$ cat src/rtl/csn_pkg.sv
// Shared constants and width helpers for the cylinder surface normal unit.
package csn_pkg;

  // Offset magnitudes are prescaled so the largest one lies in [2^29, 2^30).
  localparam int NORM_BITS = 30;
  // Sum of three squared prescaled magnitudes, and its integer square root.
  localparam int SUM_W     = 2 * NORM_BITS + 2;
  localparam int ROOT_W    = SUM_W / 2;

  // Width of the signed perpendicular offset w = v - floor(t * d).
  function automatic int offset_width(input int cw, input int fb);
    int vw;
    int rw;
    vw = cw + 1;
    rw = vw + 4 + (fb + 2) - fb;
    return ((vw > rw) ? vw : rw) + 1;
  endfunction

endpackage

$ cat src/rtl/csn_sqrt.sv
// Pipelined integer square root, one root bit per stage, with a side word carried along.
module csn_sqrt #(
  parameter int SIDE_W = 8
) (
  input  logic                       clk,
  input  logic                       rst,
  input  logic                       adv,
  input  logic                       in_valid,
  input  logic [csn_pkg::SUM_W-1:0]  x,
  input  logic [SIDE_W-1:0]          side,
  output logic                       out_valid,
  output logic [csn_pkg::ROOT_W-1:0] root,
  output logic [SIDE_W-1:0]          out_side
);

  localparam int RB  = csn_pkg::ROOT_W;
  localparam int RMW = csn_pkg::SUM_W + 2;

  logic [RMW-1:0]    rem_q  [RB];
  logic [RB-1:0]     root_q [RB];
  logic [SIDE_W-1:0] side_q [RB];
  logic              vld_q  [RB];

  for (genvar k = 0; k < RB; k++) begin : g_stage
    localparam int B = RB - 1 - k;
    logic [RMW-1:0]    rem_in;
    logic [RB-1:0]     root_in;
    logic [SIDE_W-1:0] side_in;
    logic              vld_in;
    logic [RMW-1:0]    trial;
    logic              ge;

    if (k == 0) begin : g_first
      assign rem_in  = RMW'(x);
      assign root_in = '0;
      assign side_in = side;
      assign vld_in  = in_valid;
    end else begin : g_next
      assign rem_in  = rem_q[k-1];
      assign root_in = root_q[k-1];
      assign side_in = side_q[k-1];
      assign vld_in  = vld_q[k-1];
    end

    // (r + 2^b)^2 - r^2 = r*2^(b+1) + 2^(2b), with the low bits of r still clear.
    assign trial = (RMW'(root_in) << (B + 1)) | (RMW'(1) << (2 * B));
    assign ge    = (rem_in >= trial);

    always_ff @(posedge clk) begin
      if (rst) begin
        vld_q[k] <= 1'b0;
      end else if (adv) begin
        vld_q[k] <= vld_in;
      end
    end

    always_ff @(posedge clk) begin
      if (adv) begin
        rem_q[k]  <= ge ? rem_in - trial : rem_in;
        root_q[k] <= root_in | (RB'(ge) << B);
        side_q[k] <= side_in;
      end
    end
  end

  assign out_valid = vld_q[RB-1];
  assign root      = root_q[RB-1];
  assign out_side  = side_q[RB-1];

endmodule

$ cat config.mk
export PLATFORM = sky130hd
export DESIGN_NAME = csn_sqrt
export DESIGN_NICKNAME = d
export VERILOG_FILES = /design/src/rtl/csn_pkg.sv /design/src/rtl/csn_sqrt.sv
export SDC_FILE = /design/constraint.sdc
export NUM_CORES = 2
export LEC_CHECK = 0
export BUFFER_PORTS_ARGS = -buffer_cell sky130_fd_sc_hd__clkbuf_2
export CAP_MARGIN = 20
export CORE_MARGIN = 3
export CORE_UTILIZATION = 44
export DETAILED_ROUTE_END_ITERATION = 10
export PLACE_DENSITY = 0.57
export REMOVE_ABC_BUFFERS = 1
export SYNTH_ARGS = -nofsm -noshare
export SYNTH_HDL_FRONTEND = slang
export SYNTH_SLANG_ARGS = --single-unit
$ cat constraint.sdc
create_clock -name clk -period 9.8 [get_ports clk]
set_input_delay 1.96 -clock clk [delete_from_list [all_inputs] [get_ports clk]]
set_output_delay 1.96 -clock clk [all_outputs]
set_load 0.02 [all_outputs]
==> impl_metrics.yaml <==
yosys:
  syn_avg_cell_area_um2: 12.9
  yosys_warnings: 0
  ys_seq_elements: 2694
  synth_edf_count: 2694
  ys.flop_type: "edfxtp_1"
  yosysUniqueCellTypes: 90
  synth.top_cell.area_share_pct: 64.8
  ys_seq_area_share_pct: 64.8
  ys_top_cells_by_area: "edfxtp_1 65%, ha_1 5.3%, xnor2_1 3.1%, xor2_1 3.0%, a21oi_1 2.1%"
  synth.most_common_cell: "edfxtp_1"
  syn_area_um2: 125000
  yosys-top-cells-count: "2694 x edfxtp_1, 699 x nand2_1, 689 x inv_1"
  synthArstFlopShare_pct: 0
  synthCells: 9684
  yosysTopAreaCell: "edfxtp_1"
finish:
  fin_nets: 10600
  nFillCells: 24200
  final_area_um2: 140000
  final_layout_size_suffix_gt1_share_pct: 7.48
  synthToLayoutAreaGrowth_pct: 12.2
hold_path:
  holdCritPathClass: "register to register"
  holdPathStages: 0
  hold_end: "side_q[1][20]$_DFFE_PP_"
  hold_path_startpoint: "side_q[1][12]$_DFFE_PP_"
detailed_routing:
  routed_wl_um: 325000
  first_pass_iters: 7
  ant_nets: 0
  drc_errors: 0
  vias: 77400
  via_per_inst: 5.55
  drtIter0Drc: 6258
  wl_per_cell_um: 23.3
pwr:
  p_per_area_nw_per_um2: 235
  max-vdd-ir-drop_v: 0.000145
  leakage_nw: 51.8
floorplan:
  io_pins: 114
  dieHeight_um: 539
  start_util_pct: 44.5
  fp.dieW_um: 539
  core_um2: 281000
  num_rows: 194
  die_area_um2: 290000
setup_path:
  crit_path_max_incr_delay_ns: 0.86
  r2r-end: "rem_q[28][62]$_DFFE_PP_"
  r2r_cells: 10
  cp_slowest_cell: "nor4_1"
  crit_type: "register to register"
  path_cells: "nor3_1 -> and2_1 -> nand4_1 -> a311oi_1 -> nor4bb_1 -> and2_2 -> buf_4 -> nor4_1 -> o211ai_1 -> xnor2_1"
  timing.rr.start: "rem_q[27][34]$_DFFE_PP_"
  cp.required_ns: 10.40
  rrSetupSlack_ns: 5.22
  cp-end-kind: "register"
  cp_max_fo: 66
  crit_arrival_ns: 5.19
  startpoint_type: "register"
global_routing:
  antenna_found_initial: 15
  overflow: 0
  grt_pass1_wl_um: 483000
  grt_pass1_vias: 76700
  grt_max_degree: 188
  track_usage_pct: 21.8
clocking:
  htree_num_levels: 5
  clk_latency_ns: 0.89
  cts_buffer_depth: 4
  cts_buffers: 302
  ctsHoldBuffers: 0
  cts_tree: "done"
  cts_resized: 0
  root_buffer: "clkbuf_16"
  clkTransAtPathRegs_ns: 0.05
  cts.sinks: 2694
  cts_setup_buffers: 0
timing:
  period_share_pct: 46.7
  whs_ns: 0.394
  tns_ns: 0
  fmax_ghz: 0.218
  relSlewSlack_pct: 25.1
  hold_violations: 0
  fin_ws_ns: 5.22
  period_needed_ns: 4.58
  fin_skew_ns: 0.0545
  rsz0062_at_grt: "no"
  drv_slew: 0
  worst_slew_pin_slew_ns: 1.11
  setup-violations-final: 0
placement:
  place_hpwl_um: 247000
  place_area_um2: 130000
  gp_congestion: 0.934
  dpl_worst_slack_ns: 5.01
  numPortBuffers: 113
outcome:
  outcome: "completed"
flow_run:
  maxCapViolations: 0
[cells in the final DEF, fill, tap and decap left out, types with 33 or more instances in the layout]
cell type  count
nor2b_1       63
nand2b_1      91
a21o_1       226
buf_4         60
or4_1         76
and3_1        39
o21ai_0      504
mux2_2        57
xnor2_1      439
clkbuf_2     112
a21oi_1      527
a31oi_1       56
o21a_1        90
nand3b_1      38
clkinv_1      60
nor4_1       338
nand4_1      156
and2_1        60
nor3_1       264
edfxtp_1    2694
o31ai_1       52
o21bai_1      57
nor4b_1       51
or2_2         33
clkbuf_1      44
bufinv_16     35
clkbuf_16    309
ha_1         525
nor2_1       573
clkinv_2      49
or3_1        103
nand2_1      699
a211oi_1      49
inv_1        689
xor2_1       421
nand3_1      147
[worst max-delay path by stage]
stage / startpoint / endpoint / slack [ns] / depth (start not counted)
4_1_cts: rem_q[27][34]$_DFFE_PP_ / rem_q[28][62]$_DFFE_PP_ / 5.10 / 10
5_1_grt: rem_q[27][34]$_DFFE_PP_ / rem_q[28][62]$_DFFE_PP_ / 4.84 / 10
6_report: rem_q[27][34]$_DFFE_PP_ / rem_q[28][62]$_DFFE_PP_ / 5.22 / 10
3_5_place_dp: adv / rem_q[1][38]$_DFFE_PP_ / 5.01 / 3
3_3_place_gp: adv / rem_q[1][38]$_DFFE_PP_ / 5.04 / 3
2_1_floorplan: rem_q[28][26]$_DFFE_PP_ / rem_q[29][36]$_DFFE_PP_ / 3.22 / 9
[where the power goes]
| group | internal (W) | leakage (nW) | switching, W |
|---|---|---|---|
| Combinational | 0.00231 | 21.0 | 0.00375 |
| Clock | 0.00671 | 4.81 | 0.00461 |
| Sequential | 0.0144 | 26.0 | 0.00113 |
[critical path, delay by kind of cell, from the launching register on]
kind            cells  cell delay [ns]
simple gates        6             2.49
compound gates      2             0.85
flops               1             0.49
buf+inv             1             0.32
xor+xnor            1             0.18
[kinds of logic after synthesis]
logic type / after synthesis / share of synthesized area, %
AND/OR/NAND/NOR: 2839 / 11.7
flip-flops: 2694 / 64.8
AO/OA/AOI/OAI: 1808 / 8.93
buffers and inverters: 891 / 2.71
XOR/XNOR: 860 / 6.03
adder cells (fa/ha/maj): 525 / 5.26
multiplexers: 67 / 0.594
[final cells by class]
class | count | area (um2) | share of cell area (%)
sequential | 2694 | 80900 | 57.8
multi-input combinational | 6099 | 40700 | 29.0
clock buffer | 353 | 7900 | 5.64
tap | 3724 | 4660 | 3.33
inverter | 690 | 2590 | 1.85
clock inverter | 186 | 1990 | 1.42
timing repair buffer | 192 | 1340 | 0.956
antenna | 10 | 25.0 | 0.0179
[per-layer routing]
metal | wire length [um] | vias up | GRT usage (%)
li1 | - | 37000 | -
met1 | 127000 | 37900 | 25.7
met2 | 164000 | 1939 | 38.4
met3 | 12800 | 608 | 2.54
met4 | 22000 | 2 | 13.2
met5 | 13 | - | 0
[sequential cells by signal, indices dropped and copies added (netlist names)]
name and count:
side_q 248, vld_q 31, rem_q 1919, root_q 496
[stage by stage]
step | util (%) | power [W] | cells
after CTS | 49.8 | 0.0332 | 13900
after global routing | 49.9 | 0.0345 | 13900
after detailed placement | 46.3 | 0.0218 | 13400
after global placement | 46.3 | 0.0217 | 13400
after floorplan | - | 0.0193 | 9483
final | 49.9 | 0.0329 | 13900
No activity file was read; power rests on OpenSTA's default activity.
